`src/hdl/dfr_pkg.sv`:
```
package dfr_pkg;

  localparam logic [7:0] PREAMBLE_A = 8'h89;
  localparam logic [7:0] PREAMBLE_B = 8'hFC;

  localparam logic OP_BYTE    = 1'b0;
  localparam logic OP_TIMEOUT = 1'b1;

  typedef enum logic [2:0] {
    PH_HUNT_A = 3'd0,
    PH_HUNT_B = 3'd1,
    PH_DATA0  = 3'd2,
    PH_DATA1  = 3'd3,
    PH_DATA2  = 3'd4,
    PH_DATA3  = 3'd5,
    PH_CHECK  = 3'd6
  } phase_t;

  // One frame that passed its checksum, already trimmed to the bits in use.
  typedef struct packed {
    logic [5:0] seconds;
    logic [5:0] minutes;
    logic       hour_digit;
    logic [7:0] mode_flags;
  } frame_t;

  typedef struct packed {
    logic [3:0] units;
    logic [2:0] tens;
  } digits_t;

  // Splits a value below 64 into decimal digits with a threshold chain.
  function automatic digits_t split_digits(input logic [5:0] value);
    logic [2:0] tens;
    logic [5:0] base;
    digits_t    res;
    if (value >= 6'd60) begin
      tens = 3'd6;
    end else if (value >= 6'd50) begin
      tens = 3'd5;
    end else if (value >= 6'd40) begin
      tens = 3'd4;
    end else if (value >= 6'd30) begin
      tens = 3'd3;
    end else if (value >= 6'd20) begin
      tens = 3'd2;
    end else if (value >= 6'd10) begin
      tens = 3'd1;
    end else begin
      tens = 3'd0;
    end
    base      = 6'({3'd0, tens} * 6'd10);
    res.tens  = tens;
    res.units = 4'(value - base);
    return res;
  endfunction

endpackage

```
`src/hdl/display_frame_receiver_core.sv`:
```
// Display frame receiver. Each input transaction is one received byte or a
// receive timeout; the block hunts for 0x89 then 0xFC, collects seconds,
// minutes, hour and flags bytes, and checks them against a trailing 8-bit
// sum byte. A frame with a matching sum yields one result transaction with
// the seconds and minutes split into decimal digits; a bad frame is dropped
// and a timeout restarts the hunt. One input transaction is taken every
// cycle while in_full is low; a result passes first through the frame
// queue and then the output register. in_full rises only when the frame
// queue (QUEUE_DEPTH entries) is full because results are not being
// popped.
module display_frame_receiver_core import dfr_pkg::*; #(
  parameter int QUEUE_DEPTH = 2
) (
  input  logic       clk,
  input  logic       rst_n,
  input  logic       in_push,
  output logic       in_full,
  input  logic       in_opcode,
  input  logic [7:0] in_rx_byte,
  output logic       out_empty,
  input  logic       out_pop,
  output logic [5:0] out_seconds,
  output logic [5:0] out_minutes,
  output logic [3:0] out_sec_units,
  output logic [2:0] out_sec_tens,
  output logic [3:0] out_min_units,
  output logic [2:0] out_min_tens,
  output logic       out_hour_digit,
  output logic [7:0] out_mode_flags
);

  logic   in_accept;
  logic   frm_push;
  frame_t frm_data;
  logic   q_full, q_empty, q_pop;
  frame_t q_data;

  assign in_full   = q_full;
  assign in_accept = in_push && !q_full;

  dfr_front u_front (
    .clk      (clk),
    .rst_n    (rst_n),
    .accept   (in_accept),
    .opcode   (in_opcode),
    .rx_byte  (in_rx_byte),
    .frm_push (frm_push),
    .frm_data (frm_data)
  );

  dfr_queue #(
    .DEPTH (QUEUE_DEPTH)
  ) u_queue (
    .clk     (clk),
    .rst_n   (rst_n),
    .wr_en   (frm_push),
    .wr_data (frm_data),
    .full    (q_full),
    .rd_en   (q_pop),
    .empty   (q_empty),
    .rd_data (q_data)
  );

  dfr_back u_back (
    .clk            (clk),
    .rst_n          (rst_n),
    .q_empty        (q_empty),
    .q_data         (q_data),
    .q_pop          (q_pop),
    .out_empty      (out_empty),
    .out_pop        (out_pop),
    .out_seconds    (out_seconds),
    .out_minutes    (out_minutes),
    .out_sec_units  (out_sec_units),
    .out_sec_tens   (out_sec_tens),
    .out_min_units  (out_min_units),
    .out_min_tens   (out_min_tens),
    .out_hour_digit (out_hour_digit),
    .out_mode_flags (out_mode_flags)
  );

endmodule

```
`src/hdl/dfr_front.sv`:
```
module dfr_front import dfr_pkg::*; (
  input  logic       clk,
  input  logic       rst_n,
  input  logic       accept,
  input  logic       opcode,
  input  logic [7:0] rx_byte,
  output logic       frm_push,
  output frame_t     frm_data
);

  phase_t     phase_r, phase_nxt;
  logic [7:0] sum_r, sum_nxt;
  logic [5:0] sec_r, min_r;
  logic       hour_r;
  logic [7:0] flags_r;
  logic       is_byte;

  assign is_byte = accept && (opcode == OP_BYTE);

  always_comb begin
    phase_nxt = phase_r;
    if (accept) begin
      if (opcode == OP_TIMEOUT) begin
        phase_nxt = PH_HUNT_A;
      end else begin
        case (phase_r)
          PH_HUNT_B: begin
            if (rx_byte == PREAMBLE_B) phase_nxt = PH_DATA0;
          end
          PH_DATA0: phase_nxt = PH_DATA1;
          PH_DATA1: phase_nxt = PH_DATA2;
          PH_DATA2: phase_nxt = PH_DATA3;
          PH_DATA3: phase_nxt = PH_CHECK;
          PH_CHECK: phase_nxt = PH_HUNT_A;
          default: begin
            phase_nxt = (rx_byte == PREAMBLE_A) ? PH_HUNT_B : PH_HUNT_A;
          end
        endcase
      end
    end
  end

  always_comb begin
    sum_nxt  = sum_r;
    frm_push = 1'b0;
    if (accept) begin
      if (opcode == OP_TIMEOUT) begin
        sum_nxt = 8'd0;
      end else begin
        case (phase_r)
          PH_HUNT_B: begin
            if (rx_byte == PREAMBLE_B) sum_nxt = 8'd0;
          end
          PH_DATA0, PH_DATA1, PH_DATA2, PH_DATA3: sum_nxt = sum_r + rx_byte;
          PH_CHECK: begin
            sum_nxt  = 8'd0;
            frm_push = (rx_byte == sum_r);
          end
          default: sum_nxt = sum_r;
        endcase
      end
    end
  end

  assign frm_data.seconds    = sec_r;
  assign frm_data.minutes    = min_r;
  assign frm_data.hour_digit = hour_r;
  assign frm_data.mode_flags = flags_r;

  always_ff @(posedge clk) begin
    if (!rst_n) begin
      phase_r <= PH_HUNT_A;
      sum_r   <= 8'd0;
    end else begin
      phase_r <= phase_nxt;
      sum_r   <= sum_nxt;
    end
  end

  // Only the bits that reach the result are kept for each data byte.
  always_ff @(posedge clk) begin
    if (is_byte && phase_r == PH_DATA0) sec_r   <= rx_byte[5:0];
    if (is_byte && phase_r == PH_DATA1) min_r   <= rx_byte[5:0];
    if (is_byte && phase_r == PH_DATA2) hour_r  <= rx_byte[0];
    if (is_byte && phase_r == PH_DATA3) flags_r <= rx_byte;
  end

  a_timeout_restarts: assert property (@(posedge clk) disable iff (!rst_n)
    accept && opcode == OP_TIMEOUT |=> phase_r == PH_HUNT_A)
    else $error("timeout did not return to preamble hunt");

  a_push_from_check: assert property (@(posedge clk) disable iff (!rst_n)
    frm_push |=> phase_r == PH_HUNT_A && sum_r == 8'd0)
    else $error("frame push did not restart the hunt");

endmodule

```
`src/hdl/dfr_queue.sv`:
```
module dfr_queue import dfr_pkg::*; #(
  parameter int DEPTH = 2
) (
  input  logic   clk,
  input  logic   rst_n,
  input  logic   wr_en,
  input  frame_t wr_data,
  output logic   full,
  input  logic   rd_en,
  output logic   empty,
  output frame_t rd_data
);

  localparam int AW = (DEPTH > 1) ? $clog2(DEPTH) : 1;
  localparam int CW = $clog2(DEPTH + 1);
  localparam logic [AW-1:0] LAST = AW'(DEPTH - 1);

  frame_t          slots_r [DEPTH];
  logic [AW-1:0]   wr_ptr_r, wr_ptr_nxt;
  logic [AW-1:0]   rd_ptr_r, rd_ptr_nxt;
  logic [CW-1:0]   count_r, count_nxt;

  assign full    = (count_r == CW'(DEPTH));
  assign empty   = (count_r == '0);
  assign rd_data = slots_r[rd_ptr_r];

  always_comb begin
    wr_ptr_nxt = wr_ptr_r;
    rd_ptr_nxt = rd_ptr_r;
    count_nxt  = count_r;
    if (wr_en) wr_ptr_nxt = (wr_ptr_r == LAST) ? '0 : wr_ptr_r + 1'b1;
    if (rd_en) rd_ptr_nxt = (rd_ptr_r == LAST) ? '0 : rd_ptr_r + 1'b1;
    if (wr_en && !rd_en) begin
      count_nxt = count_r + 1'b1;
    end else if (rd_en && !wr_en) begin
      count_nxt = count_r - 1'b1;
    end
  end

  always_ff @(posedge clk) begin
    if (!rst_n) begin
      wr_ptr_r <= '0;
      rd_ptr_r <= '0;
      count_r  <= '0;
    end else begin
      wr_ptr_r <= wr_ptr_nxt;
      rd_ptr_r <= rd_ptr_nxt;
      count_r  <= count_nxt;
    end
  end

  always_ff @(posedge clk) begin
    if (wr_en) slots_r[wr_ptr_r] <= wr_data;
  end

  a_no_overflow: assert property (@(posedge clk) disable iff (!rst_n)
    !(wr_en && full))
    else $error("write into a full frame queue");

  a_no_underflow: assert property (@(posedge clk) disable iff (!rst_n)
    !(rd_en && empty))
    else $error("read from an empty frame queue");

endmodule

```
`src/hdl/dfr_back.sv`:
```
module dfr_back import dfr_pkg::*; (
  input  logic       clk,
  input  logic       rst_n,
  input  logic       q_empty,
  input  frame_t     q_data,
  output logic       q_pop,
  output logic       out_empty,
  input  logic       out_pop,
  output logic [5:0] out_seconds,
  output logic [5:0] out_minutes,
  output logic [3:0] out_sec_units,
  output logic [2:0] out_sec_tens,
  output logic [3:0] out_min_units,
  output logic [2:0] out_min_tens,
  output logic       out_hour_digit,
  output logic [7:0] out_mode_flags
);

  logic    valid_r, valid_nxt;
  digits_t sec_dig, min_dig;
  frame_t  frame_r;
  digits_t sec_dig_r, min_dig_r;

  assign sec_dig = split_digits(q_data.seconds);
  assign min_dig = split_digits(q_data.minutes);

  // The output register refills in the same cycle that its transaction completes.
  assign q_pop = !q_empty && (!valid_r || out_pop);

  always_comb begin
    valid_nxt = valid_r;
    if (q_pop) begin
      valid_nxt = 1'b1;
    end else if (out_pop) begin
      valid_nxt = 1'b0;
    end
  end

  always_ff @(posedge clk) begin
    if (!rst_n) begin
      valid_r <= 1'b0;
    end else begin
      valid_r <= valid_nxt;
    end
  end

  always_ff @(posedge clk) begin
    if (q_pop) begin
      frame_r   <= q_data;
      sec_dig_r <= sec_dig;
      min_dig_r <= min_dig;
    end
  end

  assign out_empty      = !valid_r;
  assign out_seconds    = frame_r.seconds;
  assign out_minutes    = frame_r.minutes;
  assign out_sec_units  = sec_dig_r.units;
  assign out_sec_tens   = sec_dig_r.tens;
  assign out_min_units  = min_dig_r.units;
  assign out_min_tens   = min_dig_r.tens;
  assign out_hour_digit = frame_r.hour_digit;
  assign out_mode_flags = frame_r.mode_flags;

  a_pop_fills_output: assert property (@(posedge clk) disable iff (!rst_n)
    q_pop |=> !out_empty)
    else $error("queue pop did not load the output register");

  a_digits_consistent: assert property (@(posedge clk) disable iff (!rst_n)
    !out_empty |-> out_sec_units < 4'd10 && out_min_units < 4'd10)
    else $error("decimal digit out of range");

endmodule

```
`config.mk`:
```
export PLATFORM = sky130hd
export DESIGN_NAME = display_frame_receiver_core
export DESIGN_NICKNAME = d
export VERILOG_FILES = /design/src/hdl/dfr_pkg.sv /design/src/hdl/display_frame_receiver_core.sv /design/src/hdl/dfr_front.sv /design/src/hdl/dfr_queue.sv /design/src/hdl/dfr_back.sv
export SDC_FILE = /design/constraint.sdc
export NUM_CORES = 1
export LEC_CHECK = 0
export ABC_AREA = 0
export BUFFER_PORTS_ARGS = -buffer_cell sky130_fd_sc_hd__buf_4
export CORE_UTILIZATION = 58
export CTS_CLUSTER_SIZE = 24
export DETAILED_ROUTE_END_ITERATION = 7
export PLACE_DENSITY = 0.82
export SETUP_SLACK_MARGIN = 0.1
export SLEW_MARGIN = 15
export SYNTH_ARGS = -nofsm -noshare
export SYNTH_HDL_FRONTEND = slang
export SYNTH_SLANG_ARGS = --single-unit
```
`constraint.sdc`:
```
create_clock -name clk -period 3.52 [get_ports clk]
set_input_delay 0.352 -clock clk [delete_from_list [all_inputs] [get_ports clk]]
set_output_delay 0.352 -clock clk [all_outputs]
set_load 0.05 [all_outputs]
```
---- Word-level counts from Yosys, hierarchy flattened ----
Memory sizes are Yosys's and may differ from the RTL's. A register that Yosys moved wholly into a read port is not among the register bits.
Cells that the tools add are included.
word-level totals
  output and inout port bits .............. 37
  bits in registers ....................... 72
  memory bits (writable) .................. 42
  memories ................................ 1
memory list
  name             words  width  rd ports  clocked after Yosys merged registers in  write ports  RTL line         text
  u_queue.slots_r  2      21     1         1                                        1            dfr_queue.sv:18  frame_t slots_r [DEPTH];
operators by class
  equality and inequality tests ........... 11
  $add $sub $neg .......................... 7
  reductions and logical operators ........ 22
  order comparisons ....................... 12
  $mul .................................... 2
  bitwise logic cells ..................... 1
  muxes and demuxes ....................... 32
operators with widths
  operator               count
  $ge A6 B6 Y1 const B   6
  $mux W3                12
  $ge A6 B5 Y1 const B   4
  $pmux W8 S3            1
  $pmux W3 S6            1
  $eq A8 B8 Y1 const B   2
  $mux W8                2
  $mux W1                14
  $ge A6 B4 Y1 const B   2
  $eq A3 B3 Y1 const B   3
  $logic_and A1 B1 Y1    9
  $add A8 B8 Y8          1
  $eq A8 B8 Y1           1
  $sub A4 B4 Y4          2
  $eq A3 B2 Y1 const B   2
  $mul A3 B3 Y3 const B  2
  $logic_not A1 Y1       5
  $mux W2                2
  $reduce_bool A2 Y1     2
  $reduce_bool A4 Y1     1
  $reduce_or A4 Y1       1
  $eq A3 B1 Y1 const B   1
  $ne A3 B2 Y1 const B   1
  $reduce_and A3 Y1      1
  other kinds (8)        9

---- Longest topological paths before layout ----
Gate-level depths: netlist of the first run.
  depth after elaboration ................. 9
  depth in mapped cells ................... 10
  mapped depth without buffers ............ 9

---- Cells and area by module ----
Synthesis of the first run repeated with hierarchy kept, for this count alone.
unflattened totals
  cell total of the unflattened synthesis .. 307
  area total of the unflattened synthesis .. 4690.7 um2
modules (own cells, without submodules)
  module                       cells each  area each (um2)  instances
  dfr_queue                    87          1726.7           1
  dfr_front                    124         1510.2           1
  dfr_back                     95          1440.1           1
  display_frame_receiver_core  1           13.8             1

---- Worst setup path before layout of the first run ----
Ideal clock, no wire load.
  path type ............................... reg2reg
  from .................................... register u_back.valid_r
  to ...................................... register u_queue.count_r[1]
  slack ................................... 0.243 ns
  period minus slack after synthesis ...... 3.277 ns
  cell stages (with the launch flop) ...... 8
  arrival ................................. 3.203 ns
  path through ............................ dfxtp_1 inv_1 nor2_1 nor2_1 inv_1 ha_1 or3_1 a21oi_1
on the way
  longest elaborated chain between the ends .. 6
ends and longest elaborated chain
  item                                                  RTL line                           text
  start, declared                                       dfr_back.sv:19                     logic valid_r, valid_nxt;
  start signal, assigned                                dfr_back.sv:43                     valid_r <= valid_nxt;
  $logic_not A1 Y1 (*)                                  -
  named net out_empty                                   display_frame_receiver_core.sv:20  output logic out_empty,
  $logic_or A1 B1 Y1 (*)                                dfr_back.sv:28                     assign q_pop = !q_empty && (!valid_r || out_pop);
  $logic_and A1 B1 Y1 (*)                               dfr_back.sv:28
  named net q_pop                                       display_frame_receiver_core.sv:35  logic q_full, q_empty, q_pop;
  $logic_not A1 Y1                                      dfr_queue.sv:33                    if (wr_en && !rd_en) begin
  $logic_and A1 B1 Y1                                   dfr_queue.sv:33
  $mux W2 / $reduce_bool A2 Y1 (equally long branches)  -
  end signal, assigned                                  dfr_queue.sv:48                    count_r <= count_nxt;
  end, declared                                         dfr_queue.sv:21                    logic [CW-1:0] count_r, count_nxt;
Mark *: on every way through the listed nets, which the timed path passes. The rest lies on a longest branch.
A chain may end at the register's enable or synchronous reset.

==> results.toml, run 1 <==
[grt]
overflow = 0
gr-usage-met2_pct = 36.1
use_met1_pct = 25.0
grt_max_degree = 36
grt_pass1_wl_mm = 13.4
grtUsageMet3_pct = 7.46
antenna_found_initial = 0
grt_pass1_vias = 2746
busiest_layer = "met2"
track_usage_pct = 21.5

[finish]
final-instance-count-excl-fill = 489
syn2layout_area_growth_pct = 22.2
multi_input_area_mm2 = 0.00135
ff_latch_area_mm2 = 0.00322
diodes = 0
drive_gt1_share_pct = 28.7
utilization_pct = 73.7
nets = 400
fillCellCount = 484
fin_area_mm2 = 0.00572

[job]
maxCapViolations = 0

[logic_synthesis]
syn-cell-area_mm2 = 0.00468
yosysTopAreaCell = "edfxtp_1"
yosysUniqueCellTypes = 54
async_flop_share_pct = 0
syn-num-nets = 335
synth_top_family_by_area = "compound AO/OA/AOI/OAI gates"
postSynthCellCount = 309
yosysMostFrequentCell = "edfxtp_1"
synthXorXnorAreaFrac_pct = 2.43
synth_top_area_share_pct = 61.6
yosys_warnings = 0
muxShareOfSynthArea_pct = 5.61
synthFlopType = "edfxtp_1"
synth_compound_area_share_pct = 8.74
synth_edf_count = 96
synthTopCellsByCount = "edfxtp_1 (96), nor2_1 (23), a21oi_1 (17), dfxtp_1 (17), inv_1 (16)"
synth_simple_gate_area_share_pct = 7.80
synth_seq_area_share_pct = 68.8
synth_fa_ha_area_share_pct = 3.96
ys_ff_latch = 113
ys_top_cells_by_area = "edfxtp_1 (62%), dfxtp_1 (7.3%), ha_1 (2.7%), mux2_2 (2.6%), nor2_1 (1.8%)"
syn_area_per_cell_um2 = 15.2

[clock_tree]
cts_sinks = 113
clk_latency_ns = 0.51
clk_path_buf_depth = 2
ctsHoldBuffers = 0
cts_resized = 0
htreeDepth = 4
cts-buffers-inserted = 17
cts_setup_buffers = 0
clkTransAtPathRegs_ns = 0.06
cts_tree = "done"
cts_root_buffer = "clkbuf_8"

[routing]
wl_per_cell_um = 16.7
vias = 2742
drc = 0
postRouteWirelength_mm = 8.15
first_pass_iters = 4
vias_per_cell = 5.61
first_iter_violations = 133
ant_nets = 0

[sta]
fin_ws_ns = 0.623
report.final.slew_viol_count = 0
worst_slew_pin_slew_ns = 0.750
skew_ns = 0.00651
hold_viol = 0
post-route-min-period_ns = 2.90
finalSetupViolCount = 0
slew-limit-headroom_pct = 50.0
whs_ns = 0.0739
fmax_ghz = 0.345
rsz0062_at_grt = "false"
tns_ns = 0
fin_crit_sh_pct = 82.3

[run_status]
status = "finished clean"

[pwr]
p_comb_share_pct = 30.6
seqPwrFrac_pct = 37.2
cellPowerDensity_mw_per_mm2 = 836
power_mw = 4.78
p_leak_nw = 2.08
clock_power_share_pct = 32.2
peakVddDrop_mv = 0.406
intPower_mw = 3.06
switching_power_mw = 1.72
p_sw_share_pct = 36.0

[die]
fp.dieArea_mm2 = 0.00844
die_h_um = 91.8
fp.coreArea_mm2 = 0.00777
die_x_um = 91.8
initial_core_util_pct = 60.3
boundaryPins = 50
rows = 32

[critical_path]
path_class = "flip-flop to flip-flop"
required_ns = 3.77
end_kind = "flip-flop"
worstPathArrival_ns = 3.15
crit_fanout = 19
crit_path_start_kind = "flip-flop"

[placement]
io_buffers = 49
pre_cts_slack_ns = 0.733
routabilityCongestion = 0.876
dp_hpwl_mm = 5.06
dp.cells = 457
place_area_mm2 = 0.00516

[min_path]
hp-class = "primary input to flip-flop"
[layout make-up]
cell class | instances | area share [%]
sequential | 113 | 56.3
multi-input combinational | 170 | 23.6
clock buffer | 17 | 7.24
timing repair buffer | 53 | 6.95
clock inverter | 15 | 2.41
tap | 102 | 2.23
inverter | 19 | 1.25
[cell families after synthesis]
group / Yosys count
flip-flops: 113
AND/OR/NAND/NOR: 67
AO/OA/AOI/OAI: 55
buffers and inverters: 26
multiplexers: 22
XOR/XNOR: 13
adder cells (fa/ha/maj): 13
[routing by layer]
metal / up-vias / part of all wire [%]
met5: - / 0
met1: 1326 / 42
met4: 0 / 1.4
li1: 1309 / -
met2: 91 / 52
met3: 16 / 4.5
[critical path, stage by stage, from the launching register on]
cell and delay (ns):
dfxtp_1 0.39, buf_4 0.35, mux2i_1 0.38, inv_1 0.18, nand2_1 0.19, xnor2_1 0.09, o311ai_0 0.09, o21ai_0 0.19
ha_1 0.24, fa_1 0.40, xnor2_1 0.15
[layout by cell type, fill, tap and decap left out, types with 6 or more instances in the layout]
cell type | Yosys | routed
ha_1 | 10 | 10
o21ai_0 | 9 | 9
mux2i_1 | 8 | 8
a21oi_1 | 17 | 17
nand2_1 | 10 | 10
buf_4 | 2 | 53
clkinvlp_4 | 0 | 6
nor2_1 | 23 | 22
clkbuf_16 | 0 | 16
dfxtp_1 | 17 | 17
edfxtp_1 | 96 | 96
inv_1 | 16 | 16
xnor2_1 | 9 | 9
mux2_2 | 11 | 11
a22o_1 | 7 | 7
[sequential cells by signal (all words and copies together) (netlist names), named ones only]
register / flops
u_back.out_mode_flags: 8
u_front.phase_r: 3
u_back.out_min_tens: 3
u_back.out_min_units: 4
u_queue.rd_ptr_r: 1
u_back.out_hour_digit: 1
u_back.out_sec_units: 4
u_front.min_r: 6
u_queue.wr_ptr_r: 1
u_queue.slots_r: 42
u_front.sec_r: 6
u_queue.count_r: 2
u_front.flags_r: 8
u_back.valid_r: 1
u_front.sum_r: 8
u_back.out_minutes: 5
u_back.out_seconds: 5
u_back.out_sec_tens: 3
u_front.hour_r: 1
[power groups by stage]
stage / clock [mW] / combinational, mW / sequential (mW)
after floorplan: 0 / 0.423 / 2.46
final: 1.54 / 1.46 / 1.78
after global routing: 1.63 / 1.53 / 1.80
after detailed placement: 0 / 1.46 / 1.80
after global placement: 0 / 1.44 / 1.80
after CTS: 1.56 / 1.47 / 1.78
[worst paths after layout]
path / from / to / slack, ns / cells after the start
worst min-delay path: rst_n / u_front.phase_r[2]$_SDFFE_PN0P_ / 0.07 / 2
worst max-delay path: flip-flop / u_back.out_min_units[3]$_DFFE_PP_ / 0.62 / 10
worst min register to register: u_front.hour_r$_DFFE_PP_ / u_queue.slots_r[1][8]$_DFFE_PP_ / 0.44 / 0
worst max register to register: flip-flop / u_back.out_min_units[3]$_DFFE_PP_ / 0.62 / 10
(Power assumes the default switching activity.)
==> run 2: changes to the inputs <==
==> constraint.sdc (replaced) <==
create_clock -name clk -period 2.7 [get_ports clk]
set_input_delay 0.27 -clock clk [delete_from_list [all_inputs] [get_ports clk]]
set_output_delay 0.27 -clock clk [all_outputs]
set_load 0.05 [all_outputs]
==> results.toml, run 2 (same netlist as run 1, synthesis figures left out) <==
[placement]
pre_cts_slack_ns = 0.0804
routabilityCongestion = 0.928
dp_hpwl_mm = 5.17
io_buffers = 49
place_area_mm2 = 0.00525

[die]
fp.coreArea_mm2 = 0.00777
die_h_um = 91.8
die_x_um = 91.8
boundaryPins = 50
initial_core_util_pct = 60.3
rows = 32
fp.dieArea_mm2 = 0.00844

[critical_path]
cp_common_cell = "nand2_1"
path_class = "flip-flop to flip-flop"
r2r_cells = 10
slowest_stage = "dfxtp_2"
max_stage_delay_ns = 0.42
crit_buf_inv = 2
end_kind = "flip-flop"
r2r_end = "u_back.out_sec_units[3]$_DFFE_PP_"
crit_end = "u_back.out_sec_units[3]$_DFFE_PP_"
worstPathArrival_ns = 2.77
r2r_slack_ns = 0.19
cp_top_family = "adder cells"
crit_chain = "buf_12 -> mux2i_4 -> inv_1 -> nand2_1 -> nand2_1 -> nand3_1 -> o41ai_2 -> ha_1 -> fa_1 -> xnor2_1"
required_ns = 2.96
crit_path_start_kind = "flip-flop"
crit_fanout = 18
crit_cells = 10

[grt]
antenna_found_initial = 0
overflow = 0
grt_pass1_wl_mm = 13.6
grt_pass1_vias = 2821
grt_max_degree = 35
track_usage_pct = 21.8

[sta]
report.final.slew_viol_count = 0
rsz0062_at_grt = "false"
post-route-min-period_ns = 2.51
hold_viol = 0
slew-limit-headroom_pct = 50.3
skew_ns = 0.0142
worst_slew_pin_slew_ns = 0.743
fin_crit_sh_pct = 93.1
fmax_ghz = 0.398
fin_ws_ns = 0.187
finalSetupViolCount = 0

[finish]
diodes = 0
layout_common_cells = "edfxtp_1 (96), buf_4 (57), nor2_1 (22), a21oi_1 (17)"
regMostFlops = "u_queue.slots_r"
fillCellCount = 445
syn2layout_area_growth_pct = 27.9
largest_reg_flops = 42
fin_area_mm2 = 0.00599
drive_gt1_share_pct = 31.5
nets = 413
final_common_cell = "edfxtp_1"

[clock_tree]
clkTransAtPathRegs_ns = 0.06
htreeDepth = 4
cts_sinks = 113
cts-buffers-inserted = 17
clk_latency_ns = 0.51
cts_tree = "done"
clk_path_buf_depth = 2
cts_root_buffer = "clkbuf_8"

[routing]
vias = 2824
drc = 0
postRouteWirelength_mm = 8.64
ant_nets = 0
wl_per_cell_um = 17.2
vias_per_cell = 5.63
first_pass_iters = 4
first_iter_violations = 142

[run_status]
status = "finished clean"

[job]
maxCapViolations = 0

[pwr]
peakVddDrop_mv = 0.521
cellPowerDensity_mw_per_mm2 = 1100
p_leak_nw = 2.20
power_mw = 6.60

[min_path]
hp-class = "primary input to flip-flop"
## run 2: changes by cell type in the layout (fill, tap and decap cells not counted), moves of 2 or more
cell	before	now
mux2i_1	8	4
buf_4	53	57
mux2i_4	2	4
bufinv_16	1	4
clkinvlp_4	6	2
dlygate4sd3_1	0	6
buf_12	0	3
mux2i_2	1	3
## run 2: cell type report
cell class	count	area (µm²)	share of cell area, %
clock buffers	17	414	6.92
repair buffers	66	548	9.15
well taps	102	128	2.13
clock inverters	15	206	3.45
inverters	19	71.3	1.19
flip-flops and latches	113	3220	53.9
multi-input cells	170	1400	23.3
## run 2: repair_timing
action,in CTS,in global routing
endpoints found under the hold margin,13,0
setup buffers,0,1
endpoints found under the setup margin,2,5
pin swaps,0,1
hold buffers,6,0
resized for setup,3,7
## run 2: per-layer routing
metal	routed length, µm	vias up	global-route usage [%]	part of all wire (%)
met2	4550	99	37.2	53
met1	3470	1371	25.4	40
met3	401	22	6.22	4.6
met4	216	0	10.5	2.5
li1	-	1332	-	-
met5	0	-	0	0
## run 2: report_power, final
part	switching (mW)	internal, mW	total (mW)
Clock	0.801	1.51	2.31
Combinational	1.39	0.578	1.97
Sequential	0.0927	2.23	2.32
Total	2.28	4.32	6.60
## run 2: worst register-to-register path, delay by kind of cell (launching register included)
| family | cells | cell delay [ns] |
|---|---|---|
| fa+ha+maj | 2 | 0.62 |
| flops | 1 | 0.42 |
| buf+inv | 2 | 0.37 |
| simple gates | 3 | 0.34 |
| mux | 1 | 0.28 |
| xor+xnor | 1 | 0.15 |
| compound gates | 1 | 0.09 |
## run 2: per-stage QoR
step	utilization [%]	hold WS [ns]	TNS, ns	cells
after floorplan	-	0.369	-0.00259	309
after CTS	76.6	0.00542	0	501
after global placement	67.6	0.422	0	463
after detailed placement	67.6	0.431	0	463
final	77.1	0.0293	0	502
after global routing	77.1	0.00670	0	502
## run 2: worst min-delay path by stage
stage	startpoint	to	slack (ns)	cells after the start
after CTS	in_rx_byte[7]	u_front.flags_r[7]$_DFFE_PP_	0.005	1
after detailed placement	u_front.sec_r[5]$_DFFE_PP_	u_queue.slots_r[1][20]$_DFFE_PP_	0.43	0
after global routing	in_rx_byte[7]	u_front.flags_r[7]$_DFFE_PP_	0.007	1
after floorplan	in_rx_byte[0]	u_front.flags_r[0]$_DFFE_PP_	0.37	0
after global placement	u_front.flags_r[7]$_DFFE_PP_	u_queue.slots_r[0][7]$_DFFE_PP_	0.42	0
final	in_rx_byte[7]	u_front.flags_r[7]$_DFFE_PP_	0.03	1
